$ cat config.mk
export PLATFORM = sky130hd
export DESIGN_NAME = intel_hex_record_parser_unit
export DESIGN_NICKNAME = d
export VERILOG_FILES = /design/src/rtl/ihex_pkg.sv /design/src/rtl/ihex_ram.sv /design/src/rtl/ihex_ctrl.sv /design/src/rtl/ihex_dpath.sv /design/src/rtl/intel_hex_record_parser_unit.sv
export SDC_FILE = /design/constraint.sdc
export NUM_CORES = 1
export LEC_CHECK = 0
export ABC_CLOCK_PERIOD_IN_PS = 4400
export BUFFER_PORTS_ARGS = -buffer_cell sky130_fd_sc_hd__buf_4
export CELL_PAD_IN_SITES_DETAIL_PLACEMENT = 0
export CELL_PAD_IN_SITES_GLOBAL_PLACEMENT = 2
export CORE_ASPECT_RATIO = 1.2
export CORE_MARGIN = 8
export CORE_UTILIZATION = 25
export CTS_CLUSTER_SIZE = 30
export DETAILED_ROUTE_END_ITERATION = 10
export PLACE_DENSITY = 0.61
export SYNTH_ARGS = -nofsm -noshare
export SYNTH_HDL_FRONTEND = slang
export SYNTH_HIERARCHICAL = 1
export SYNTH_SLANG_ARGS = --single-unit
$ cat constraint.sdc
create_clock -name clk -period 4.4 [get_ports clk]
set_input_delay 0.44 -clock clk [delete_from_list [all_inputs] [get_ports clk]]
set_output_delay 0.44 -clock clk [all_outputs]
set_load 0.02 [all_outputs]
$ cat src/rtl/ihex_pkg.sv
`timescale 1ns / 1ps
// ----------------------------------------------------------------------------
// ihex_pkg
// Shared types, constants and helpers of the HEX record parser.
// ----------------------------------------------------------------------------
package ihex_pkg;

	localparam int MAX_DATA_DEF = 16;

	localparam logic [7:0] TYPE_DATA  = 8'h00;
	localparam logic [7:0] TYPE_EOF   = 8'h01;
	localparam logic [7:0] TYPE_ELA   = 8'h04;
	localparam logic [7:0] START_MARK = 8'h3A;
	localparam logic [7:0] NEWLINE    = 8'h0A;
	localparam logic [6:0] POS_LIMIT  = 7'd127;
	localparam logic [9:0] HEADER_CHARS = 10'd9;

	typedef enum logic [1:0] {
		ST_IDLE,
		ST_READ,
		ST_PUSH,
		ST_EOF
	} state_t;

	typedef struct packed {
		logic take;      // character beat accepted
		logic rd_en;     // read record data at current index
		logic out_load;  // load data result into output register
		logic eof_load;  // load end-of-file result into output register
		logic k_inc;     // advance data index
	} cmd_t;

	typedef struct packed {
		logic end_data;  // newline closes a data record with bytes
		logic end_eof;   // newline closes an end-of-file record
		logic k_last;    // current index is the record's final byte
		logic out_free;  // output register can take a result
	} status_t;

	// {valid, value}; valid low for a non-hex character
	function automatic logic [4:0] hex_value(input logic [7:0] c);
		logic [4:0] r;
		r = 5'd0;
		if (c >= 8'h30 && c <= 8'h39)
			r = {1'b1, 4'(c - 8'h30)};
		else if (c >= 8'h41 && c <= 8'h46)
			r = {1'b1, 4'(c - 8'h37)};
		else if (c >= 8'h61 && c <= 8'h66)
			r = {1'b1, 4'(c - 8'h57)};
		return r;
	endfunction

endpackage

$ cat src/rtl/ihex_ram.sv
`timescale 1ns / 1ps
// ----------------------------------------------------------------------------
// ihex_ram
// Generic single-write, single-read RAM with registered read data.
// ----------------------------------------------------------------------------
module ihex_ram #(
	parameter int WIDTH = 8,
	parameter int DEPTH = 16,
	localparam int ADDR_W = (DEPTH > 1) ? $clog2(DEPTH) : 1
) (
	input  logic              clk,
	input  logic              we,
	input  logic [ADDR_W-1:0] waddr,
	input  logic [WIDTH-1:0]  wdata,
	input  logic              re,
	input  logic [ADDR_W-1:0] raddr,
	output logic [WIDTH-1:0]  rdata
);

	logic [WIDTH-1:0] mem_q [DEPTH];
	logic [WIDTH-1:0] rdata_q;

	always_ff @(posedge clk) begin
		if (we)
			mem_q[waddr] <= wdata;
		if (re)
			rdata_q <= mem_q[raddr];
	end

	assign rdata = rdata_q;

endmodule

$ cat src/rtl/ihex_ctrl.sv
`timescale 1ns / 1ps
// ----------------------------------------------------------------------------
// ihex_ctrl
// Controller: accepts characters, sequences the result run of a record.
// ----------------------------------------------------------------------------
module ihex_ctrl (
	input  logic              clk,
	input  logic              arst_n,
	input  logic              in_valid,
	output logic              in_ready,
	input  ihex_pkg::status_t st,
	output ihex_pkg::cmd_t    cmd
);

	ihex_pkg::state_t state_q, state_d;

	always_ff @(posedge clk or negedge arst_n) begin
		if (!arst_n)
			state_q <= ihex_pkg::ST_IDLE;
		else
			state_q <= state_d;
	end

	always_comb begin
		state_d  = state_q;
		cmd      = '0;
		in_ready = 1'b0;
		case (state_q)
			ihex_pkg::ST_IDLE: begin
				in_ready = 1'b1;
				cmd.take = in_valid;
				if (in_valid && st.end_data)
					state_d = ihex_pkg::ST_READ;
				else if (in_valid && st.end_eof)
					state_d = ihex_pkg::ST_EOF;
			end
			ihex_pkg::ST_READ: begin
				cmd.rd_en = 1'b1;
				state_d   = ihex_pkg::ST_PUSH;
			end
			ihex_pkg::ST_PUSH: begin
				if (st.out_free) begin
					cmd.out_load = 1'b1;
					if (st.k_last) begin
						state_d = ihex_pkg::ST_IDLE;
					end else begin
						cmd.k_inc = 1'b1;
						state_d   = ihex_pkg::ST_READ;
					end
				end
			end
			ihex_pkg::ST_EOF: begin
				if (st.out_free) begin
					cmd.eof_load = 1'b1;
					state_d      = ihex_pkg::ST_IDLE;
				end
			end
			default: begin
				state_d = ihex_pkg::ST_IDLE;
			end
		endcase
	end

endmodule

$ cat src/rtl/ihex_dpath.sv
`timescale 1ns / 1ps
// ----------------------------------------------------------------------------
// ihex_dpath
// Datapath: line parsing registers, record data store, result register.
// ----------------------------------------------------------------------------
module ihex_dpath #(
	parameter int MAX_DATA = ihex_pkg::MAX_DATA_DEF
) (
	input  logic              clk,
	input  logic              arst_n,
	input  logic [7:0]        char_byte,
	input  ihex_pkg::cmd_t    cmd,
	output ihex_pkg::status_t st,
	output logic              out_valid,
	input  logic              out_ready,
	output logic [31:0]       byte_address,
	output logic [7:0]        data_byte,
	output logic              last,
	output logic              end_of_file
);

	localparam int IDX_W = (MAX_DATA > 1) ? $clog2(MAX_DATA) : 1;
	localparam logic [7:0] MAX_B = 8'(MAX_DATA);
	localparam logic ELA_OK = (MAX_DATA >= 2);

	logic [6:0]  pos_q;
	logic [3:0]  hold_q;
	logic [7:0]  len_q;
	logic [15:0] offset_q;
	logic [7:0]  type_q;
	logic [15:0] upper_q;
	logic        bad_q;
	logic        done_q;
	logic [7:0]  ela_hi_q;
	logic [7:0]  ela_lo_q;
	logic [7:0]  k_q;
	logic        out_valid_q;

	logic [4:0]  hex;
	logic [5:0]  pair;
	logic [5:0]  didx;
	logic [IDX_W-1:0] ram_waddr;
	logic [7:0]  v;
	logic        is_nl;
	logic        line_ok;
	logic        ela_upd;
	logic        char_act;
	logic        digit_act;
	logic        ram_we;
	logic [7:0]  ram_rdata;

	assign hex   = ihex_pkg::hex_value(char_byte);
	assign pair  = 6'((pos_q - 7'd1) >> 1);
	assign didx  = pair - 6'd4;
	assign ram_waddr = IDX_W'(didx);
	assign v     = {hold_q, hex[3:0]};
	assign is_nl = (char_byte == ihex_pkg::NEWLINE) && !done_q;

	assign line_ok = !bad_q &&
		({3'b000, pos_q} >= ihex_pkg::HEADER_CHARS + {1'b0, len_q, 1'b0});

	assign st.end_data = is_nl && line_ok && (type_q == ihex_pkg::TYPE_DATA) &&
		(len_q != 8'd0) && (len_q <= MAX_B);
	assign st.end_eof  = is_nl && line_ok && (type_q == ihex_pkg::TYPE_EOF);
	assign ela_upd     = is_nl && line_ok && (type_q == ihex_pkg::TYPE_ELA) &&
		(len_q >= 8'd2) && ELA_OK;
	assign st.k_last   = ({1'b0, k_q} + 9'd1) == {1'b0, len_q};
	assign st.out_free = !out_valid_q || out_ready;

	// a counted, not yet dropped, non-start character
	assign char_act  = cmd.take && !done_q && (char_byte != ihex_pkg::NEWLINE) &&
		(pos_q < ihex_pkg::POS_LIMIT) && !bad_q && (pos_q != 7'd0);
	assign digit_act = char_act && !(pair >= 6'd4 && {2'b00, didx} >= len_q);
	assign ram_we    = digit_act && hex[4] && !pos_q[0] && (pair >= 6'd4) &&
		({2'b00, didx} < MAX_B);

	always_ff @(posedge clk or negedge arst_n) begin
		if (!arst_n) begin
			pos_q    <= '0;
			hold_q   <= '0;
			len_q    <= '0;
			offset_q <= '0;
			type_q   <= '0;
			upper_q  <= '0;
			bad_q    <= 1'b0;
			done_q   <= 1'b0;
		end else if (cmd.take && !done_q) begin
			if (char_byte == ihex_pkg::NEWLINE) begin
				pos_q <= '0;
				bad_q <= 1'b0;
				if (ela_upd)
					upper_q <= {ela_hi_q, ela_lo_q};
				if (st.end_eof)
					done_q <= 1'b1;
			end else if (pos_q < ihex_pkg::POS_LIMIT) begin
				pos_q <= pos_q + 7'd1;
				if (!bad_q && pos_q == 7'd0) begin
					if (char_byte != ihex_pkg::START_MARK)
						bad_q <= 1'b1;
				end else if (digit_act) begin
					if (!hex[4]) begin
						bad_q <= 1'b1;
					end else if (pos_q[0]) begin
						hold_q <= hex[3:0];
					end else begin
						case (pair)
							6'd0: begin
								len_q <= v;
								if (v > MAX_B)
									bad_q <= 1'b1;
							end
							6'd1: offset_q[15:8] <= v;
							6'd2: offset_q[7:0]  <= v;
							6'd3: type_q <= v;
							default: ;
						endcase
					end
				end
			end
		end
	end

	always_ff @(posedge clk) begin
		if (ram_we && didx == 6'd0)
			ela_hi_q <= v;
		if (ram_we && didx == 6'd1)
			ela_lo_q <= v;
	end

	always_ff @(posedge clk or negedge arst_n) begin
		if (!arst_n)
			k_q <= '0;
		else if (cmd.take)
			k_q <= '0;
		else if (cmd.k_inc)
			k_q <= k_q + 8'd1;
	end

	ihex_ram #(
		.WIDTH(8),
		.DEPTH(MAX_DATA)
	) u_data_ram (
		.clk  (clk),
		.we   (ram_we),
		.waddr(ram_waddr),
		.wdata(v),
		.re   (cmd.rd_en),
		.raddr(k_q[IDX_W-1:0]),
		.rdata(ram_rdata)
	);

	always_ff @(posedge clk or negedge arst_n) begin
		if (!arst_n)
			out_valid_q <= 1'b0;
		else if (cmd.out_load || cmd.eof_load)
			out_valid_q <= 1'b1;
		else if (out_ready)
			out_valid_q <= 1'b0;
	end

	always_ff @(posedge clk) begin
		if (cmd.out_load) begin
			byte_address <= {upper_q, offset_q} + {24'd0, k_q};
			data_byte    <= ram_rdata;
			last         <= st.k_last;
			end_of_file  <= 1'b0;
		end else if (cmd.eof_load) begin
			byte_address <= '0;
			data_byte    <= '0;
			last         <= 1'b1;
			end_of_file  <= 1'b1;
		end
	end

	assign out_valid = out_valid_q;

endmodule

$ cat src/rtl/intel_hex_record_parser_unit.sv
`timescale 1ns / 1ps
// ----------------------------------------------------------------------------
// intel_hex_record_parser_unit
// HEX text parser: one character per beat in, one data byte per beat out.
// ----------------------------------------------------------------------------
//  channel | signals                          | direction
//  in      | in_valid, in_ready, char_byte    | character beats in
//  out     | out_valid, out_ready,            | result beats out
//          | byte_address, data_byte,         |
//          | last, end_of_file                |
//
// A character is accepted whenever in_ready is high. A newline closing a
// data record holds in_ready low while each byte is read from the record
// data RAM and loaded into the output register, and while out_ready
// stalls a load. An end-of-file record's newline holds in_ready low until
// the result is loaded. Reset is asynchronous; the data RAM is not cleared.
// ----------------------------------------------------------------------------
module intel_hex_record_parser_unit #(
	parameter int MAX_DATA = ihex_pkg::MAX_DATA_DEF
) (
	input  logic        clk,
	input  logic        arst_n,
	input  logic        in_valid,
	output logic        in_ready,
	input  logic [7:0]  char_byte,
	output logic        out_valid,
	input  logic        out_ready,
	output logic [31:0] byte_address,
	output logic [7:0]  data_byte,
	output logic        last,
	output logic        end_of_file
);

	ihex_pkg::cmd_t    cmd;
	ihex_pkg::status_t st;

	ihex_ctrl u_ctrl (
		.clk     (clk),
		.arst_n  (arst_n),
		.in_valid(in_valid),
		.in_ready(in_ready),
		.st      (st),
		.cmd     (cmd)
	);

	ihex_dpath #(
		.MAX_DATA(MAX_DATA)
	) u_dpath (
		.clk         (clk),
		.arst_n      (arst_n),
		.char_byte   (char_byte),
		.cmd         (cmd),
		.st          (st),
		.out_valid   (out_valid),
		.out_ready   (out_ready),
		.byte_address(byte_address),
		.data_byte   (data_byte),
		.last        (last),
		.end_of_file (end_of_file)
	);

endmodule
==> results.py <==
metrics = {
    "synthesis": {
        "synthCells": 859,
        "postSynthAreaPerCell_um2": 14.3,
        "synth-seq-cells": 266,
        "synth_top_area_share_pct": 47.1,
        "seq_area_frac_synth_pct": 61.9,
        "synthArstFlopShare_pct": 27.1,
        "synth_cell_types": 73,
        "synth_edf_count": 193,
        "synthesis.area_um2": 12300,
        "yosysWarnings": 6,
        "syn-num-nets": 907,
        "synth_area_leader_cell": "edfxtp_1",
        "synth_ff_type": "edfxtp_1",
        "synth_area_leaders": "edfxtp_1, dfrtp_1, mux2_2",
    },
    "setup_path": {
        "critical_path_class": "reg -> reg",
        "cp-start-kind": "register",
        "arrival_ps": 4420,
        "path_cells": "or2_2, nor2_1, xor2_1, inv_1, ha_1, inv_1, nand3_1, and2_1, xnor2_1, ha_1, a211o_1, a31oi_1, a211oi_4, nand2b_1, nor2_2, or3b_4, nor2_2",
        "end_kind": "register",
        "path_max_fanout": 8,
        "slowest_delay_ps": 450,
        "cp_data_required_time_ps": 4620,
        "cp_slowest_cell": "or3b_4",
    },
    "sta": {
        "maxSlewViolCount": 0,
        "fin_skew_ps": 24.1,
        "tightest_slew_ps": 1120,
        "min_period_over_period_pct": 95.6,
        "max_slew_margin_pct": 25.3,
        "rsz0062_at_grt": "true",
        "setup_tns_ps": 0,
        "hold_violations": 0,
        "max_freq_mhz": 238,
        "whs_ps": 38.1,
        "setup_viol": 0,
        "finalCriticalPeriod_ps": 4210,
    },
    "floorplan": {
        "fp-row-count": 89,
        "die_area_um2": 56600,
        "die_h_um": 259,
        "coreArea_um2": 48900,
        "chipWidth_um": 219,
        "io_pins": 56,
        "start_util_pct": 25.2,
    },
    "placed_design": {
        "gp_congestion": 0.728,
        "hpwl_mm": 20.1,
        "io_buffers": 55,
    },
    "clock_tree": {
        "clock_latency_ps": 570,
        "root_buffer": "clkbuf_16",
        "cts_sinks": 266,
        "clockBufferDepth": 3,
        "htreeDepth": 1,
        "cts_made_buffers": 28,
        "hold_buffers": 0,
        "cts_tree": "yes",
        "cts.clk_slew.worst_paths_ps": 60,
    },
    "cells_and_area": {
        "antennaDiodeCount": 0,
        "final_common_cell": "edfxtp_1",
        "layout_common_cells": "edfxtp_1, buf_4, dfrtp_1, nor2_1, mux2_2",
        "fillers": 4840,
        "drive_gt1_share_pct": 24.7,
        "area_delta_synth_final_pct": 20.0,
        "layout.nets": 1008,
    },
    "detailed_routing": {
        "route.vias.total": 7347,
        "wl_mm": 29.5,
        "wl_per_cell_um": 18.2,
        "postRouteAntennaNets": 0,
        "first_pass_iters": 4,
        "drc": 0,
        "drtIter0Drc": 457,
        "via_per_inst": 4.54,
    },
    "power_and_ir_drop": {
        "powerDensity_nw_per_um2": 534,
        "p_leak_nw": 5.27,
        "irDropWorstVdd_v": 0.000263,
    },
    "status": {
        "outcome": "finished, final reports clean",
    },
    "grt": {
        "overflow": 0,
        "grt_pass1_vias": 7581,
        "grt_antenna_before_repair": 0,
        "grt_util_all_layers_pct": 10.4,
        "grt_max_degree": 73,
        "grt_pass1_wl_mm": 46.0,
    },
    "flow_run": {
        "cap_violations": 0,
    },
    "hold_path": {
        "holdCritPathClass": "in -> async",
    },
}
[power breakdown]
| part | switching (mW) | internal, mW | total, mW |
|---|---|---|---|
| Clock | 1.02 | 1.55 | 2.57 |
| Sequential | 0.119 | 2.98 | 3.10 |
| Combinational | 1.40 | 0.821 | 2.22 |
[worst max-delay path, delay by kind of cell, from the launching register on]
family | cells | cell delay [ps]
XOR/XNOR | 2 | 310
buffers and inverters | 2 | 160
adder cells (fa/ha/maj) | 2 | 490
AND/OR/NAND/NOR | 8 | 1880
flip-flops | 1 | 420
AO/OA/AOI/OAI | 3 | 590
[layout make-up]
type	instances	area (µm²)	share of cell area [%]
Sequential cell	266	7620	51.6
Multi-Input combinational cell	536	4460	30.2
Tap cell	637	797	5.39
Clock buffer	37	774	5.24
Timing Repair Buffer	100	763	5.17
Clock inverter	15	251	1.70
Inverter	28	105	0.711
[cells in the mapped netlist, drive strengths merged, types with 3 or more instances]
master and number:
nand2 35, o21ai 41, or2 3, and4 7, ha 34, nand4 13
nand3b 4, clkdlybuf4s25 3, o21a 6, mux2i 6, mux4 32, dfrtp 72
xnor2 18, o2111ai 3, nor2b 9, nor4 5, edfxtp 193, and2 18
inv 27, nand3 18, xor2 17, nor3 18, buf 7, o211ai 4
or4 7, clkbuf 19, o31ai 9, or3 13, a21boi 3, mux2 51
a22oi 16, o21bai 3, nand2b 14, and3 6, nor2 59, a21oi 30
[layer usage]
layer	vias up	share of wire [%]	global-route usage (%)
met3	27	4.6	1.61
met2	131	49	17.9
met1	3683	45	13.4
met4	0	1.5	2.65
met5	-	0	0
li1	3506	-	-
[flip-flops by register name (all words and copies together), names as in the netlist]
name and flops:
u_dpath/ela_lo_q 8, u_dpath/ela_hi_q 8, u_dpath/offset_q 16, u_dpath/k_q 8, u_dpath/bad_q 1, u_dpath/byte_address 32
u_dpath/end_of_file 1, u_dpath/upper_q 16, u_dpath/u_data_ram/rdata 8, u_dpath/last 1, u_dpath/out_valid 1, u_dpath/hold_q 4
u_dpath/pos_q 7, u_dpath/type_q 8, u_dpath/len_q 8, u_dpath/done_q 1, u_ctrl/state_q 2, u_dpath/data_byte 8
u_dpath/u_data_ram/mem_q 128
[kinds of logic after synthesis]
| family | share of synthesized area, % |
|---|---|
| AND/OR/NAND/NOR | 11.2 |
| adder cells (fa/ha/maj) | 3.78 |
| XOR/XNOR | 2.49 |
| flip-flops | 61.9 |
| AO/OA/AOI/OAI | 7.05 |
| multiplexers | 11.4 |
| buffers and inverters | 2.13 |
[per-stage QoR]
| stage | cell area [µm²] | std cells | worst slack (ps) | util, % | power (mW) |
|---|---|---|---|---|---|
| after global routing | 14800 | 1619 | -46.2 | 30.2 | 8.28 |
| after floorplan | 12300 | 859 | 7.01 | - | 4.57 |
| after global placement | 13700 | 1566 | 144 | 28.1 | 5.41 |
| final | 14800 | 1619 | 193 | 30.2 | 7.88 |
| after CTS | 14800 | 1618 | 129 | 30.2 | 8.02 |
| after detailed placement | 13700 | 1566 | 132 | 28.1 | 5.42 |
[worst paths after layout]
path | from | end | slack [ps] | cells after the start
max in group asynchronous | arst_n | u_dpath/k_q[0] | 3660 | 1
min reg2reg | u_dpath/ela_lo_q[7] | u_dpath/upper_q[7] | 470 | 1
max | u_dpath/pos_q[0] | u_dpath/u_data_ram/mem_q[2][6] | 190 | 17
max reg2reg | u_dpath/pos_q[0] | u_dpath/u_data_ram/mem_q[2][6] | 190 | 17
min | arst_n | u_dpath/offset_q[15] | 40 | 1
min in group clk | in_valid | u_ctrl/state_q[1] | 210 | 3
[repair_timing]
item	in CTS	in global routing
setup endpoints to repair	0	32
buffers inserted	0	1
gates resized for setup	0	1
Power figures use the tool's default switching activity.
